## src/rtl/core/jsv_pkg.sv

```systemverilog
package jsv_pkg;

    // Parser states, one per position in the JSON grammar
    typedef enum logic [4:0] {
        G_TOP, G_VALUE, G_ARR_FIRST, G_OBJ_FIRST, G_OBJ_KEY, G_COLON, G_AFTER,
        G_STR, G_STR_ESC, G_STR_HEX, G_KEY, G_KEY_ESC, G_KEY_HEX,
        G_LIT_T, G_LIT_F, G_LIT_N,
        G_NUM_MINUS, G_NUM_ZERO, G_NUM_INT, G_NUM_DOT, G_NUM_FRAC,
        G_NUM_E, G_NUM_ESIGN, G_NUM_EXP
    } gstate_t;

    typedef enum logic [1:0] {
        VERDICT_BUSY   = 2'd0,
        VERDICT_ACCEPT = 2'd1,
        VERDICT_REJECT = 2'd2
    } verdict_t;

    localparam logic KIND_ARRAY  = 1'b0;
    localparam logic KIND_OBJECT = 1'b1;

    localparam logic [6:0] MAX_DEPTH_RESET = 7'd64;
    localparam logic [2:0] HEX_DIGITS      = 3'd4;
    localparam logic [2:0] LEN_TRUE        = 3'd4;
    localparam logic [2:0] LEN_FALSE       = 3'd5;
    localparam logic [2:0] LEN_NULL        = 3'd4;

    localparam logic [7:0] CH_SPACE  = 8'h20;
    localparam logic [7:0] CH_TAB    = 8'h09;
    localparam logic [7:0] CH_CR     = 8'h0D;
    localparam logic [7:0] CH_QUOTE  = 8'h22;
    localparam logic [7:0] CH_BSLASH = 8'h5C;
    localparam logic [7:0] CH_SLASH  = 8'h2F;
    localparam logic [7:0] CH_COMMA  = 8'h2C;
    localparam logic [7:0] CH_COLON  = 8'h3A;
    localparam logic [7:0] CH_LBRACE = 8'h7B;
    localparam logic [7:0] CH_RBRACE = 8'h7D;
    localparam logic [7:0] CH_LBRACK = 8'h5B;
    localparam logic [7:0] CH_RBRACK = 8'h5D;
    localparam logic [7:0] CH_MINUS  = 8'h2D;
    localparam logic [7:0] CH_PLUS   = 8'h2B;
    localparam logic [7:0] CH_DOT    = 8'h2E;
    localparam logic [7:0] CH_ZERO   = 8'h30;
    localparam logic [7:0] CH_NINE   = 8'h39;

    function automatic logic is_ws(input logic [7:0] c);
        return (c == CH_SPACE) || (c >= CH_TAB && c <= CH_CR);
    endfunction

    function automatic logic is_digit(input logic [7:0] c);
        return c >= CH_ZERO && c <= CH_NINE;
    endfunction

    function automatic logic is_hex(input logic [7:0] c);
        return is_digit(c) || (c >= "a" && c <= "f") || (c >= "A" && c <= "F");
    endfunction

    function automatic logic is_simple_escape(input logic [7:0] c);
        return c == CH_QUOTE || c == CH_BSLASH || c == CH_SLASH || c == "b" ||
               c == "f" || c == "n" || c == "r" || c == "t";
    endfunction

    // Expected byte at position p of a literal word; zero beyond the end
    function automatic logic [7:0] lit_char(input gstate_t st, input logic [2:0] p);
        logic [7:0] ch;
        ch = 8'h00;
        unique case (st)
            G_LIT_T: begin
                unique case (p)
                    3'd0: ch = "t";
                    3'd1: ch = "r";
                    3'd2: ch = "u";
                    3'd3: ch = "e";
                    default: ch = 8'h00;
                endcase
            end
            G_LIT_F: begin
                unique case (p)
                    3'd0: ch = "f";
                    3'd1: ch = "a";
                    3'd2: ch = "l";
                    3'd3: ch = "s";
                    3'd4: ch = "e";
                    default: ch = 8'h00;
                endcase
            end
            G_LIT_N: begin
                unique case (p)
                    3'd0: ch = "n";
                    3'd1: ch = "u";
                    3'd2: ch = "l";
                    3'd3: ch = "l";
                    default: ch = 8'h00;
                endcase
            end
            default: ch = 8'h00;
        endcase
        return ch;
    endfunction

    function automatic logic [2:0] lit_len(input gstate_t st);
        logic [2:0] n;
        unique case (st)
            G_LIT_F: n = LEN_FALSE;
            G_LIT_N: n = LEN_NULL;
            default: n = LEN_TRUE;
        endcase
        return n;
    endfunction

endpackage

```

## src/rtl/core/json_syntax_validator_top.sv

```systemverilog
// JSON syntax validator, one byte per transaction.
//
// Input channel (s_*): one document byte per transaction in s_tdata, with
// s_tlast high on the final byte of the document. Output channel (m_*): one
// result per input byte, carrying the verdict (in progress, accepted at the
// final byte, rejected) and the number of containers open after that byte.
// The configuration port sets max_depth, the greatest number of objects and
// arrays open at once; write it only between documents.
//
// Each result follows its byte in the next cycle. Unless stalled, a byte is
// accepted in every cycle: the whole grammar step (one state transition and
// at most one push or pop on the container stack) is a single combinational
// pass from the state registers into the result register.
// The container stack is a shift register with its top at bit 0.
//
// Reset (aresetn low, synchronous) returns the parser to the top level,
// empties the stack and sets max_depth to 64. After the final byte of every
// document the parser returns to the same state. When the receiver stalls,
// the result register holds and s_tready drops until the result is taken.
module json_syntax_validator_top #(
    parameter int DEPTH_MAX = 64,
    parameter int KEY_BYTES = 64
) (
    input  logic        aclk,
    input  logic        aresetn,
    // Configuration
    input  logic        cfg_wr_en,
    input  logic [6:0]  cfg_wr_data,    // max_depth
    // Input channel
    input  logic        s_tvalid,
    output logic        s_tready,
    input  logic [7:0]  s_tdata,        // [7:0] text_byte
    input  logic        s_tlast,        // final_byte
    // Result channel
    output logic        m_tvalid,
    input  logic        m_tready,
    output logic [15:0] m_tdata         // [1:0] verdict, [8:2] open_level, rest zero
);
    import jsv_pkg::*;

    localparam int LVL_W = $clog2(DEPTH_MAX + 1);
    localparam int CMP_W = (LVL_W > 7) ? LVL_W : 7;
    localparam int KL_W  = $clog2(KEY_BYTES);

    // Control state
    logic [6:0]       max_depth_reg;
    gstate_t          gstate_reg, gstate_next;
    logic [LVL_W-1:0] level_reg, level_next;
    logic [2:0]       prog_reg, prog_next;
    logic [KL_W-1:0]  klen_reg, klen_next;
    logic             fail_reg, fail_next;
    logic             m_tvalid_reg;

    // Container stack, top entry at index 0
    logic [DEPTH_MAX-1:0] stack_reg, stack_next;

    // Result payload
    verdict_t         verdict_reg, verdict_next;
    logic [6:0]       open_level_reg, open_level_next;

    logic       s_accept;
    logic [7:0] c;
    logic       top_kind;
    logic       depth_full;
    logic       push_en, push_kind, pop_en;
    logic       do_begin, do_after, do_key;
    logic       complete;

    assign c        = s_tdata;
    assign top_kind = stack_reg[0];
    assign s_tready = !m_tvalid_reg || m_tready;
    assign s_accept = s_tvalid && s_tready;
    assign m_tvalid = m_tvalid_reg;
    assign m_tdata  = {7'd0, open_level_reg, verdict_reg};

    assign depth_full = (CMP_W'(level_reg) >= CMP_W'(max_depth_reg)) ||
                        (level_reg >= LVL_W'(DEPTH_MAX));

    // One grammar step for the byte on s_tdata
    always_comb begin
        gstate_next = gstate_reg;
        level_next  = level_reg;
        prog_next   = prog_reg;
        klen_next   = klen_reg;
        fail_next   = fail_reg;
        push_en     = 1'b0;
        push_kind   = KIND_ARRAY;
        pop_en      = 1'b0;
        do_begin    = 1'b0;
        do_after    = 1'b0;
        do_key      = 1'b0;

        if (!fail_reg) begin
            unique case (gstate_reg)
                G_TOP, G_VALUE: begin
                    if (!is_ws(c)) do_begin = 1'b1;
                end
                G_ARR_FIRST: begin
                    if (c == CH_RBRACK) begin
                        pop_en      = 1'b1;
                        gstate_next = G_AFTER;
                    end else if (!is_ws(c)) begin
                        do_begin = 1'b1;
                    end
                end
                G_OBJ_FIRST, G_OBJ_KEY: begin
                    if (is_ws(c)) begin
                        gstate_next = gstate_reg;
                    end else if (c == CH_RBRACE && gstate_reg == G_OBJ_FIRST) begin
                        pop_en      = 1'b1;
                        gstate_next = G_AFTER;
                    end else if (c == CH_QUOTE) begin
                        klen_next   = '0;
                        gstate_next = G_KEY;
                    end else begin
                        fail_next = 1'b1;
                    end
                end
                G_COLON: begin
                    if (c == CH_COLON) gstate_next = G_VALUE;
                    else if (!is_ws(c)) fail_next = 1'b1;
                end
                G_AFTER: do_after = 1'b1;
                G_STR, G_KEY: begin
                    if (c == CH_QUOTE) begin
                        gstate_next = (gstate_reg == G_KEY) ? G_COLON : G_AFTER;
                    end else if (c < CH_SPACE) begin
                        fail_next = 1'b1;
                    end else if (c == CH_BSLASH) begin
                        gstate_next = (gstate_reg == G_KEY) ? G_KEY_ESC : G_STR_ESC;
                    end else if (gstate_reg == G_KEY) begin
                        do_key = 1'b1;
                    end
                end
                G_STR_ESC, G_KEY_ESC: begin
                    if (c == "u") begin
                        prog_next   = '0;
                        gstate_next = (gstate_reg == G_KEY_ESC) ? G_KEY_HEX : G_STR_HEX;
                    end else if (is_simple_escape(c)) begin
                        gstate_next = (gstate_reg == G_KEY_ESC) ? G_KEY : G_STR;
                        do_key      = (gstate_reg == G_KEY_ESC);
                    end else begin
                        fail_next = 1'b1;
                    end
                end
                G_STR_HEX, G_KEY_HEX: begin
                    if (!is_hex(c)) begin
                        fail_next = 1'b1;
                    end else if (prog_reg + 3'd1 >= HEX_DIGITS) begin
                        prog_next   = '0;
                        gstate_next = (gstate_reg == G_KEY_HEX) ? G_KEY : G_STR;
                        do_key      = (gstate_reg == G_KEY_HEX);
                    end else begin
                        prog_next = prog_reg + 3'd1;
                    end
                end
                G_LIT_T, G_LIT_F, G_LIT_N: begin
                    if (prog_reg >= lit_len(gstate_reg) ||
                        c != lit_char(gstate_reg, prog_reg)) begin
                        fail_next = 1'b1;
                    end else begin
                        prog_next = prog_reg + 3'd1;
                        if (prog_reg + 3'd1 == lit_len(gstate_reg)) gstate_next = G_AFTER;
                    end
                end
                G_NUM_MINUS: begin
                    if (c == CH_ZERO) gstate_next = G_NUM_ZERO;
                    else if (is_digit(c)) gstate_next = G_NUM_INT;
                    else fail_next = 1'b1;
                end
                G_NUM_ZERO, G_NUM_INT: begin
                    if (is_digit(c) && gstate_reg == G_NUM_INT) gstate_next = G_NUM_INT;
                    else if (c == CH_DOT) gstate_next = G_NUM_DOT;
                    else if (c == "e" || c == "E") gstate_next = G_NUM_E;
                    else do_after = 1'b1;
                end
                G_NUM_DOT: begin
                    if (is_digit(c)) gstate_next = G_NUM_FRAC;
                    else fail_next = 1'b1;
                end
                G_NUM_FRAC: begin
                    if (is_digit(c)) gstate_next = G_NUM_FRAC;
                    else if (c == "e" || c == "E") gstate_next = G_NUM_E;
                    else do_after = 1'b1;
                end
                G_NUM_E: begin
                    if (c == CH_PLUS || c == CH_MINUS) gstate_next = G_NUM_ESIGN;
                    else if (is_digit(c)) gstate_next = G_NUM_EXP;
                    else fail_next = 1'b1;
                end
                G_NUM_ESIGN: begin
                    if (is_digit(c)) gstate_next = G_NUM_EXP;
                    else fail_next = 1'b1;
                end
                G_NUM_EXP: begin
                    if (!is_digit(c)) do_after = 1'b1;
                end
                default: fail_next = 1'b1;
            endcase
        end

        // Start of a value: scalar states, or a push of a new container
        if (do_begin) begin
            prog_next = 3'd1;
            if (c == CH_LBRACE || c == CH_LBRACK) begin
                if (depth_full) begin
                    fail_next = 1'b1;
                end else begin
                    push_en     = 1'b1;
                    push_kind   = (c == CH_LBRACE) ? KIND_OBJECT : KIND_ARRAY;
                    gstate_next = (c == CH_LBRACE) ? G_OBJ_FIRST : G_ARR_FIRST;
                end
            end else if (c == CH_QUOTE) gstate_next = G_STR;
            else if (c == "t") gstate_next = G_LIT_T;
            else if (c == "f") gstate_next = G_LIT_F;
            else if (c == "n") gstate_next = G_LIT_N;
            else if (c == CH_MINUS) gstate_next = G_NUM_MINUS;
            else if (c == CH_ZERO) gstate_next = G_NUM_ZERO;
            else if (is_digit(c)) gstate_next = G_NUM_INT;
            else fail_next = 1'b1;
        end

        // Byte after a complete value: separator, close or whitespace
        if (do_after) begin
            gstate_next = G_AFTER;
            if (!is_ws(c)) begin
                if (level_reg == '0) begin
                    fail_next = 1'b1;
                end else if (c == CH_COMMA) begin
                    gstate_next = (top_kind == KIND_OBJECT) ? G_OBJ_KEY : G_VALUE;
                end else if ((c == CH_RBRACK && top_kind == KIND_ARRAY) ||
                             (c == CH_RBRACE && top_kind == KIND_OBJECT)) begin
                    pop_en = 1'b1;
                end else begin
                    fail_next = 1'b1;
                end
            end
        end

        // Count one decoded key byte; reject the one that reaches the limit
        if (do_key) begin
            if ({1'b0, klen_reg} + (KL_W+1)'(1) >= (KL_W+1)'(KEY_BYTES)) fail_next = 1'b1;
            else klen_next = klen_reg + KL_W'(1);
        end

        if (push_en) level_next = level_reg + LVL_W'(1);
        else if (pop_en) level_next = level_reg - LVL_W'(1);

        // Shift the stack by one place on push or pop
        stack_next = stack_reg;
        if (push_en) begin
            stack_next[0] = push_kind;
            for (int i = 1; i < DEPTH_MAX; i++) stack_next[i] = stack_reg[i-1];
        end else if (pop_en) begin
            for (int i = 0; i < DEPTH_MAX - 1; i++) stack_next[i] = stack_reg[i+1];
        end

        complete = (level_next == '0) &&
                   (gstate_next == G_AFTER || gstate_next == G_NUM_ZERO ||
                    gstate_next == G_NUM_INT || gstate_next == G_NUM_FRAC ||
                    gstate_next == G_NUM_EXP);

        if (fail_next) verdict_next = VERDICT_REJECT;
        else if (s_tlast) verdict_next = complete ? VERDICT_ACCEPT : VERDICT_REJECT;
        else verdict_next = VERDICT_BUSY;

        open_level_next = 7'(level_next);
    end

    always_ff @(posedge aclk) begin
        if (!aresetn) begin
            max_depth_reg <= MAX_DEPTH_RESET;
            gstate_reg    <= G_TOP;
            level_reg     <= '0;
            prog_reg      <= '0;
            klen_reg      <= '0;
            fail_reg      <= 1'b0;
            m_tvalid_reg  <= 1'b0;
        end else begin
            if (cfg_wr_en) max_depth_reg <= cfg_wr_data;
            if (s_accept) begin
                m_tvalid_reg <= 1'b1;
                // Return to the top level after the final byte of a document
                if (s_tlast) begin
                    gstate_reg <= G_TOP;
                    level_reg  <= '0;
                    prog_reg   <= '0;
                    klen_reg   <= '0;
                    fail_reg   <= 1'b0;
                end else begin
                    gstate_reg <= gstate_next;
                    level_reg  <= level_next;
                    prog_reg   <= prog_next;
                    klen_reg   <= klen_next;
                    fail_reg   <= fail_next;
                end
            end else if (m_tready) begin
                m_tvalid_reg <= 1'b0;
            end
        end
    end

    // Payload: stack contents and the result register
    always_ff @(posedge aclk) begin
        if (s_accept) begin
            stack_reg      <= stack_next;
            verdict_reg    <= verdict_next;
            open_level_reg <= open_level_next;
        end
    end

    a_level_bound: assert property (@(posedge aclk) disable iff (!aresetn)
        level_reg <= LVL_W'(DEPTH_MAX))
        else $error("nesting level beyond stack depth");

    a_last_clears: assert property (@(posedge aclk) disable iff (!aresetn)
        s_accept && s_tlast |=> gstate_reg == G_TOP && level_reg == '0 && !fail_reg)
        else $error("parser not back at top level after final byte");

    a_fail_sticks: assert property (@(posedge aclk) disable iff (!aresetn)
        s_accept && fail_reg |=> m_tvalid_reg && verdict_reg == VERDICT_REJECT)
        else $error("byte after an error not reported as rejected");

    a_hex_range: assert property (@(posedge aclk) disable iff (!aresetn)
        (gstate_reg == G_STR_HEX || gstate_reg == G_KEY_HEX) |-> prog_reg < HEX_DIGITS)
        else $error("hex digit count out of range");

    a_level_matches: assert property (@(posedge aclk) disable iff (!aresetn)
        s_accept && !s_tlast |=> 7'(level_reg) == open_level_reg)
        else $error("reported level differs from parser level");

endmodule
```

## config.mk

```make
export PLATFORM = sky130hd
export DESIGN_NAME = json_syntax_validator_top
export DESIGN_NICKNAME = d
export VERILOG_FILES = /design/src/rtl/core/jsv_pkg.sv /design/src/rtl/core/json_syntax_validator_top.sv
export SDC_FILE = /design/constraint.sdc
export NUM_CORES = 1
export LEC_CHECK = 0
export BUFFER_PORTS_ARGS = -buffer_cell sky130_fd_sc_hd__buf_2
export CAP_MARGIN = 20
export CORE_AREA = 3 3 138 140
export CTS_BUF_LIST = sky130_fd_sc_hd__clkbuf_2 sky130_fd_sc_hd__clkbuf_4 sky130_fd_sc_hd__clkbuf_8
export DETAILED_ROUTE_END_ITERATION = 10
export DIE_AREA = 0 0 141 143
export PLACE_DENSITY = 0.57
export SETUP_SLACK_MARGIN = 0.2
export SYNTH_ARGS = -nofsm -noshare
export SYNTH_HDL_FRONTEND = slang
export SYNTH_SLANG_ARGS = --single-unit
```

## constraint.sdc

```tcl
create_clock -name aclk -period 6.58 [get_ports aclk]
set_clock_uncertainty 0.15 [all_clocks]
set_input_delay 0.987 -clock aclk [delete_from_list [all_inputs] [get_ports aclk]]
set_output_delay 0.987 -clock aclk [all_outputs]
set_load 0.01 [all_outputs]
```

## After elaboration in Yosys (flattened, before gate mapping)

Cells that the tools add are included.

| operators by class | value |
|---|---|
| $add $sub $neg | 5 |
| $lt $le $gt $ge | 14 |
| eq/ne operators | 60 |
| multiplexer cells | 154 |
| bitwise logic cells | 2 |
| reduce and logical (&&, ||, !) cells | 53 |

Operator list:

| operator | count |
|---|---|
| two-way mux 5 bit | 36 |
| two-way mux 63 bit | 2 |
| == test 8 x 7 -> 1 bit, second input constant | 13 |
| == test 8 x 6 -> 1 bit, second input constant | 9 |
| two-way mux 1 bit | 69 |
| one-hot mux 5 bit (13 select lines) | 1 |
| == test 5 bit, second input constant | 12 |
| two-way mux 3 bit | 17 |
| two-way mux 6 bit | 8 |
| == test 5 x 4 -> 1 bit, second input constant | 8 |
| one-hot mux 7 bit (5 select lines) | 1 |
| one-hot mux 7 bit (4 select lines) | 1 |
| == test 5 x 3 -> 1 bit, second input constant | 5 |
| one-hot mux 8 bit (3 select lines) | 1 |
| logical OR 1 bit | 21 |
| two-way mux 7 bit | 3 |
| one-hot mux 7 bit (3 select lines) | 1 |
| OR reduction 2 bit | 9 |
| greater-or-equal comparator 8 x 7 -> 1 bit, second input constant | 2 |
| less-or-equal comparator 8 x 7 -> 1 bit, second input constant | 2 |
| two-way mux 8 bit | 2 |
| greater-or-equal comparator 7 bit, second input constant | 2 |
| zero test 7 bit | 2 |
| != test 4 bit, second input constant | 3 |
| other kinds (39) | 58 |

| storage, ports and cells | value |
|---|---|
| bits in registers | 103 |
| input port bits | 21 |

## Depth between registers and ports, before layout

Gate-level depths: netlist of run 1.

| depth | value |
|---|---|
| word-level depth | 34 |
| depth in mapped cells | 16 |

## Worst setup path after synthesis of run 1

OpenSTA, ideal clock, no wires.

| path | value |
|---|---|
| path type | input -> register |
| from | input s_tdata[0] |
| to | register stack_reg[0], enable pin |
| setup time | 0.484 ns |
| arrival | 5.420 ns |
| required time | 5.946 ns |
| setup slack | 0.526 ns |
| cell stages on the path | 9 |
| path buffers | 2 |
| path through | buf_6 or3_1 and4b_1 a22o_1 or3_1 buf_4 nor3_4 nor2b_1 nor2_1 |

| on the way | value |
|---|---|
| cells in the longest elaborated chain, start to end | 13 |

Ends and longest elaborated chain:

| item | line | source |
|---|---|---|
| start: declaration | json_syntax_validator_top.sv:32 | `input logic [7:0] s_tdata,` |
| greater-or-equal comparator 8 x 4 -> 1 bit (tied with other cells) | jsv_pkg.sv:46 | `return (c == CH_SPACE) \|\| (c >= CH_TAB && c <= CH_CR);` |
| logical AND 1 bit (on tied branches) | jsv_pkg.sv:46, json_syntax_validator_top.sv:109 |  |
| logical OR 1 bit / two-way mux 1 bit (equally long branches) | jsv_pkg.sv:46, json_syntax_validator_top.sv:109 |  |
| two-way mux 1 bit | json_syntax_validator_top.sv:107 | `if (is_ws(c)) begin` |
| one-hot mux 1 bit (2 select lines) | json_syntax_validator_top.sv:94 | `unique case (gstate_reg)` |
| two-way mux 1 bit | json_syntax_validator_top.sv:93 | `if (!fail_reg) begin` |
| two-way mux 1 bit | json_syntax_validator_top.sv:231 | `end else if ((c == CH_RBRACK && top_kind == KIND_ARRAY) \|\|` |
| two-way mux 1 bit | json_syntax_validator_top.sv:229 | `end else if (c == CH_COMMA) begin` |
| two-way mux 1 bit | json_syntax_validator_top.sv:227 | `if (level_reg == '0) begin` |
| two-way mux 1 bit | json_syntax_validator_top.sv:226 | `if (!is_ws(c)) begin` |
| two-way mux 1 bit | json_syntax_validator_top.sv:224 | `if (do_after) begin` |
| nonzero test 2 bit (no line) * | n/a |  |
| AND reduction 2 bit (no line) * | n/a |  |
| end signal: assignment | json_syntax_validator_top.sv:306 | `stack_reg <= stack_next;` |
| end: declaration | json_syntax_validator_top.sv:55 | `logic [DEPTH_MAX-1:0] stack_reg, stack_next;` |

Mark *: on every way between the ends. The rest lies on a longest branch, timed or not.
A chain may end at the register's enable or synchronous reset.

## Worst setup path in the final report of run 1

| path | value |
|---|---|
| from | input s_tdata[2] |
| to | register verdict_reg[1] (data pin) |

RTL lines:

| item | line | source |
|---|---|---|
| greater-or-equal comparator 8 x 4 -> 1 bit (tied with other cells) | jsv_pkg.sv:46 |  |
| logical AND 1 bit (on tied branches) | jsv_pkg.sv:46, json_syntax_validator_top.sv:109 |  |
| logical OR 1 bit / two-way mux 1 bit (equally long branches) | jsv_pkg.sv:46, json_syntax_validator_top.sv:109 |  |
| two-way mux 1 bit | json_syntax_validator_top.sv:107 |  |
| one-hot mux 1 bit (2 select lines) | json_syntax_validator_top.sv:94 |  |
| two-way mux 1 bit | json_syntax_validator_top.sv:93 |  |
| two-way mux 1 bit | json_syntax_validator_top.sv:231 |  |
| two-way mux 1 bit | json_syntax_validator_top.sv:229 |  |
| two-way mux 1 bit | json_syntax_validator_top.sv:227 |  |
| two-way mux 1 bit | json_syntax_validator_top.sv:226 |  |
| two-way mux 1 bit | json_syntax_validator_top.sv:224 |  |
| two-way mux 7 bit | json_syntax_validator_top.sv:247 | `else if (pop_en) level_next = level_reg - LVL_W'(1);` |
| two-way mux 7 bit * | json_syntax_validator_top.sv:246 | `if (push_en) level_next = level_reg + LVL_W'(1);` |
| net level_next[6] | json_syntax_validator_top.sv:48 | `logic [LVL_W-1:0] level_reg, level_next;` |
| zero test 7 bit * | json_syntax_validator_top.sv:258 | `complete = (level_next == '0) &&` |
| logical AND 1 bit * | json_syntax_validator_top.sv:258 |  |
| two-way mux 2 bit * (2 in a row) | json_syntax_validator_top.sv:264 | `else if (s_tlast) verdict_next = complete ? VERDICT_ACCEPT : VERDICT_REJECT;` |
| end signal: assignment | json_syntax_validator_top.sv:307 | `verdict_reg <= verdict_next;` |
| end: declaration | json_syntax_validator_top.sv:58 | `verdict_t verdict_reg, verdict_next;` |

The timed path passes the listed nets; every way through them passes the cells marked *.

==> out/qor.log, run 1 <==
[setup_path] critical path capture point verdict_reg[1]
[floorplanning] number of rows in the core area 49
[setup_path] R2R cell count 9
[floorplanning] Initial Util 39.5%
[drt] DRT Wirelength 20,200 um
[global_routing] global route overflow 0
[setup_path] type of the setup path with the least slack in2reg
[timing] final hold viol count 0
[layout] number of flip-flops in the largest register 64
[layout] share of final-layout standard cells stronger than drive strength 1 18.6%
[drt] antenna-violating nets left 0
[clocking] Hold Buf Count CTS 0
[setup_path] Arrival @ worst endpoint 4.96 ns
[timing] Final TNS setup 0 ns
[setup_path] cell chain of the critical path buf_2 -> or3_1 -> and4b_1 -> a22o_1 -> or3_1 -> nor3_4 -> buf_4 -> or4_1 -> nand3_1 -> or4_4 -> a221o_1
[floorplanning] y dimension of the die 143 um
[global_routing] GRT Resource Usage Total 20.0%
[setup_path] R2R Path Start gstate_reg[1]
[drt] drc violations 0
[floorplanning] boundary pin count 39
[global_routing] pin count of the biggest net entering global routing 65
[setup_path] critical-path maximum fanout 64
[setup_path] Crit. End Element register
[clocking] CTS clock-pin slew for the worst setup and hold paths 0.10 ns
[drt] per-cell via count in the routed design 6.05
[setup_path] crit path max-delay cell type buf_4
[min_path] worst min path class reg2reg
[setup_path] minimum setup slack among reg-to-reg paths 1.65 ns
[min_path] HP Start stack_reg[62]
[layout] layout net count 766
[clocking] number of instances resized during post-cts repair 0
[yosys] Synth Area per Inst 9.78 sq um
[timing] max frequency 202 MHz
[clocking] Post-CTS Setup Repair Bufs 0
[placed_design] placed cell area 0.00739 sq mm
[timing] RSZ-0062 raised after global routing no
[yosys] share of synthesized registers carrying an async set or reset 0%
[power_and_ir_drop] LEAKAGE 2.25 nW
[setup_path] most frequent CP cell or3_1
[clocking] clock latency reported for the late side of the worst-skew pair 0.39 ns
[yosys] Post-Syn Instances 726
[clocking] TritonCTS clock tree yes
[power_and_ir_drop] power density over the cells 164 mW/mm^2
[placed_design] routability congestion estimate 1.01
[yosys] number of enable-type register cells in the synthesized netlist 73
[layout] most common cell after layout, fill and taps aside edfxtp_1
[layout] non-filler instance count after layout 962
[power_and_ir_drop] maximum vdd drop 0.142 mV
[clocking] Clock Path Buffers 2
[setup_path] critical path data required time 6.58 ns
[layout] area of all placed cells without fillers 0.00759 sq mm
[global_routing] number of antenna violations at the first check in global routing 0
[global_routing] vias in the first global route 5,668
[yosys] Synth cell types 84
[floorplanning] core area 0.0180 sq mm
[placed_design] port bufs 31
[floorplanning] die width 141 um
[timing] minimum clock period 4.96 ns
[drt] via total after detailed routing 5,822
[setup_path] Critical Path Source Type primary input
[layout] number of inserted diodes 0
[timing] tightest slew margin relative to the limit 36.6%
[layout] commonest cells after routing, fill and taps aside edfxtp_1, mux2_2, nand2_1
[clocking] H-tree levels 3
[yosys] register area share after synthesis 39.3%
[run_status] outcome complete, no violations
[setup_path] critical register-to-register path endpoint verdict_reg[1]
[setup_path] CP peak stage delay 0.67 ns
[global_routing] global-route wire length before repair 31,900 um
[clocking] CTS buffer count 9
[drt] number of DRC markers after the initial detailed-route iteration 470
[placed_design] hpwl dp 14,900 um
[yosys] Synth Flop Type edfxtp_1
[placed_design] instance count after placement with tap cells included 946
[drt] DRT Pass-1 Iters 5
[setup_path] timing startpoint of the critical path s_tdata[2]
[layout] area added between synthesis and finish 6.92%
[yosys] synthesis warning total 0
[timing] pin slew with the least headroom to its limit 0.943 ns
[drt] WL per Instance 21.0 um
[clocking] TritonCTS sink count 103
[flow_run] max-cap violation count 0
[yosys] Synth Register Bits 103
[timing] count of final setup violators 0
[timing] Slew Limit Fails 0
[clocking] Root Buffer clkbuf_8
[floorplanning] die outline area 0.0202 sq mm
[yosys] Synth Cell Area 0.00710 sq mm
[timing] final cycle utilization of the critical path 75.4%
per-layer routing:
metal	routed length, um	share of wire (%)	track usage, %
met1	8710	43	26.1
met2	9670	48	32.9
met3	1120	5.5	4.02
met4	673	3.3	7.90
met5	0	0	0
layout make-up:
type	count	area [sq um]
inverters	22	82.6
clock buffers	9	124
well taps	229	287
multi-input cells	550	3990
fillers	1757	10400
repair buffers	42	238
flip-flops and latches	103	2790
clock inverters	7	76.3
cell families after synthesis:
logic type	after synthesis	synth area share (%)
and+or+nand+nor	270	22.7
DFF	103	39.3
buffers and inverters	79	4.86
xor gates and xnor gates	17	2.10
other	1	0.0528
adders and majority gates	18	3.14
muxes	77	12.0
AOI/OAI and AO/OA	161	15.9
cell usage after synthesis (6+ instances only):
cell	count	area [sq um]
a211oi_1	6	45.0
a21oi_1	30	150
a22oi_1	15	113
a31oi_1	10	62.6
and2_1	11	68.8
and3_1	7	43.8
and4b_1	6	60.1
buf_4	8	60.1
clkbuf_1	41	154
dfxtp_1	30	601
edfxtp_1	73	2190
ha_1	17	213
inv_1	20	75.1
mux2_2	63	709
mux2i_1	14	140
nand2_1	46	173
nand2b_1	18	113
nand3_1	21	105
nand4_1	15	93.8
nor2_1	36	135
nor2b_1	34	213
nor3_1	13	65.1
nor3b_1	6	45.0
nor4_1	10	62.6
o211ai_1	6	45.0
o21ai_0	29	145
or3_1	6	37.5
or4_1	6	45.0
xnor2_1	8	70.1
xor2_1	9	78.8
critical path: cells and delay by family:
family / cells / cell delay (ns)
AO/OA/AOI/OAI: 2 / 0.62
AND/OR/NAND/NOR: 7 / 2.44
buffers and inverters: 2 / 0.90
report_power, final:
part / internal (W) / total [W] / leakage, nW / switching, W
Clock: 0.000151 / 0.000395 / 0.101 / 0.000244
Combinational: 0.0000522 / 0.000146 / 1.46 / 0.0000937
Sequential: 0.000693 / 0.000702 / 0.689 / 0.00000877
worst min-delay path by stage:
| stage | to | slack, ns | cells past startpoint |
|---|---|---|---|
| floorplan | stack_reg[63] | 0.27 | 0 |
| global placement | stack_reg[63] | 0.29 | 0 |
| detailed placement | stack_reg[63] | 0.32 | 0 |
| CTS | stack_reg[63] | 0.34 | 0 |
| global route | stack_reg[63] | 0.36 | 0 |
| finish | stack_reg[63] | 0.34 | 0 |
per-stage QoR:
step	util [%]	hold slack [ns]	worst slack [ns]	total power [W]
after global routing	42.3	0.359	1.26	0.00130
after CTS	42.3	0.340	1.66	0.00126
after global placement	41.2	0.290	1.24	0.000861
after floorplan	-	0.272	0.526	0.000819
after detailed placement	41.2	0.319	1.23	0.000860
final	42.3	0.342	1.62	0.00124
No activity file was read; power rests on OpenSTA's default activity.
==> run 2: changes to the inputs <==
Settings changed: PLACE_DENSITY 0.57 to 0.59.
Clock period 6.58 ns to 4.07 ns, I/O delays scaled along.
==> out/qor.log, run 2 (synthesized netlist as in run 1, its figures left out) <==
[layout] most common cell after layout, fill and taps aside buf_4
[floorplanning] Initial Util 39.5%
[clocking] Root Buffer clkbuf_8
[layout] layout net count 896
[clocking] TritonCTS clock tree yes
[timing] minimum clock period 3.97 ns
[timing] tightest slew margin relative to the limit 39.6%
[setup_path] Critical Path Source Type primary input
[floorplanning] number of rows in the core area 49
[global_routing] pin count of the biggest net entering global routing 46
[power_and_ir_drop] Flop pwr share 52.8%
[global_routing] global-route wire length before repair 34,000 um
[setup_path] minimum setup slack among reg-to-reg paths 0.17 ns
[power_and_ir_drop] power density over the cells 247 mW/mm^2
[flow_run] max-cap violation count 0
[power_and_ir_drop] maximum vdd drop 0.197 mV
[drt] number of DRC markers after the initial detailed-route iteration 462
[clocking] Clock Path Buffers 2
[drt] via total after detailed routing 6,265
[setup_path] critical-path maximum fanout 7
[floorplanning] boundary pin count 39
[clocking] CTS clock-pin slew for the worst setup and hold paths 0.11 ns
[layout] number of inserted diodes 0
[layout] share of the core filled with cells 48.2%
[layout] share of final-layout standard cells stronger than drive strength 1 32.3%
[floorplanning] die outline area 0.0202 sq mm
[power_and_ir_drop] net load switching power 0.000580 W
[setup_path] type of the setup path with the least slack in2reg
[setup_path] Arrival @ worst endpoint 3.94 ns
[drt] drc violations 0
[global_routing] global route overflow 0
[floorplanning] y dimension of the die 143 um
[clocking] CTS buffer count 9
[setup_path] critical path data required time 4.04 ns
[layout] area added between synthesis and finish 22.0%
[min_path] cell depth of the worst hold path 0
[placed_design] routability congestion estimate 0.959
[timing] pin slew with the least headroom to its limit 0.903 ns
[drt] DRT Pass-1 Iters 5
[setup_path] critical register-to-register path endpoint verdict_reg[1]
[clocking] Hold Buf Count CTS 0
[timing] max frequency 252 MHz
[layout] number of flip-flops in the largest register 64
[drt] WL per Instance 19.6 um
[clocking] clock latency reported for the late side of the worst-skew pair 0.37 ns
[layout] commonest cells after routing, fill and taps aside buf_4, edfxtp_1, mux2_2
[placed_design] hpwl dp 16,600 um
[min_path] endpoint with the worst hold slack stack_reg[63]
[setup_path] R2R Path Start level_reg[4]
[timing] final hold viol count 0
[power_and_ir_drop] part of the power in combinational logic 14.5%
[clocking] TritonCTS sink count 103
[timing] Slew Limit Fails 0
[setup_path] Crit. End Element register
[floorplanning] core area 0.0180 sq mm
[power_and_ir_drop] total power 0.00214 W
[setup_path] R2R cell count 9
[global_routing] GRT Resource Usage Total 21.0%
[drt] per-cell via count in the routed design 5.74
[timing] RSZ-0062 raised after global routing yes
[power_and_ir_drop] cell internal pwr 0.00156 W
[timing] final cycle utilization of the critical path 97.5%
[power_and_ir_drop] LEAKAGE 2.92 nW
[min_path] HP Start stack_reg[62]
[power_and_ir_drop] net switching fraction of the power 27.1%
[placed_design] port bufs 31
[global_routing] number of antenna violations at the first check in global routing 0
[timing] count of final setup violators 0
[drt] antenna-violating nets left 0
[run_status] outcome complete, no violations
[min_path] worst min path class reg2reg
[power_and_ir_drop] clock network fraction of design power 32.7%
[floorplanning] die width 141 um
[drt] DRT Wirelength 21,400 um
[global_routing] vias in the first global route 6,195
[clocking] H-tree levels 3
## run 2: cell count changes in the layout (fill, tap and decap cells not counted), moves of 2 or more
cell / change
buf_4: +127
dfxtp_2: +4
buf_12: +2
dfxtp_1: -4
## run 2: what timing repair did
action | 4_1_cts | 5_1_grt
cloned | 0 | 0
endpoints found under the setup margin | 2 | 2
resized for setup | 8 | 5
pin swaps | 1 | 1
setup buffers | 2 | 1
## run 2: critical path: stages
cell,delay (ns)
buf_2,0.10
or3_1,0.38
and4b_1,0.18
a22o_1,0.28
or3_4,0.36
nor3_4,0.28
buf_6,0.15
inv_2,0.04
mux2i_2,0.20
a22oi_1,0.12
or4_1,0.43
or4_4,0.44
a221o_1,0.35
## run 2: worst max path at each step
stage / depth (start not counted) / startpoint / endpoint / slack (ns)
final: 13 / s_tdata[1] / verdict_reg[1] / 0.10
after global routing: 13 / s_tdata[1] / verdict_reg[1] / -0.02
after CTS: 13 / s_tdata[1] / verdict_reg[1] / 0.12
after detailed placement: 13 / s_tdata[1] / verdict_reg[1] / -0.27
after global placement: 13 / s_tdata[1] / verdict_reg[1] / -0.22
after floorplan: 12 / s_tdata[0] / verdict_reg[1] / -0.11
## run 2: routing by layer
layer / GRT usage, % / wire [um] / vias to the layer above
met5: 0 / 0 / -
met1: 28.6 / 9670 / 3024
met3: 3.28 / 1090 / 33
met2: 35.2 / 10200 / 205
met4: 5.10 / 418 / 0
li1: - / - / 3003
## run 2: power groups by stage
stage	Clock [W]	Combinational, W	Sequential, W
2_1_floorplan	0	0.000175	0.00115
6_report	0.000702	0.000310	0.00113
3_3_place_gp	0	0.000299	0.00115
4_1_cts	0.000736	0.000307	0.00113
5_1_grt	0.000767	0.000336	0.00113
3_5_place_dp	0	0.000303	0.00115
## run 2: cell type report
class / instances / area, sq um
Tap cell: 229 / 287
Inverter: 22 / 82.6
Clock buffer: 9 / 124
Fill cell: 1713 / 9300
Timing Repair Buffer: 172 / 1240
Multi-Input combinational cell: 550 / 4030
Sequential cell: 103 / 2800
Clock inverter: 7 / 95.1
## run 2: metrics by stage
step	setup TNS [ns]	setup slack, ns	cell area [sq um]	hold slack, ns	std cells
2_1_floorplan	-0.121	-0.110	7150	0.272	732
3_3_place_gp	-0.344	-0.216	8380	0.288	1073
3_5_place_dp	-0.470	-0.270	8380	0.300	1073
4_1_cts	0	0.122	8640	0.307	1091
5_1_grt	-0.0444	-0.0239	8660	0.330	1092
6_report	0	0.102	8660	0.327	1092
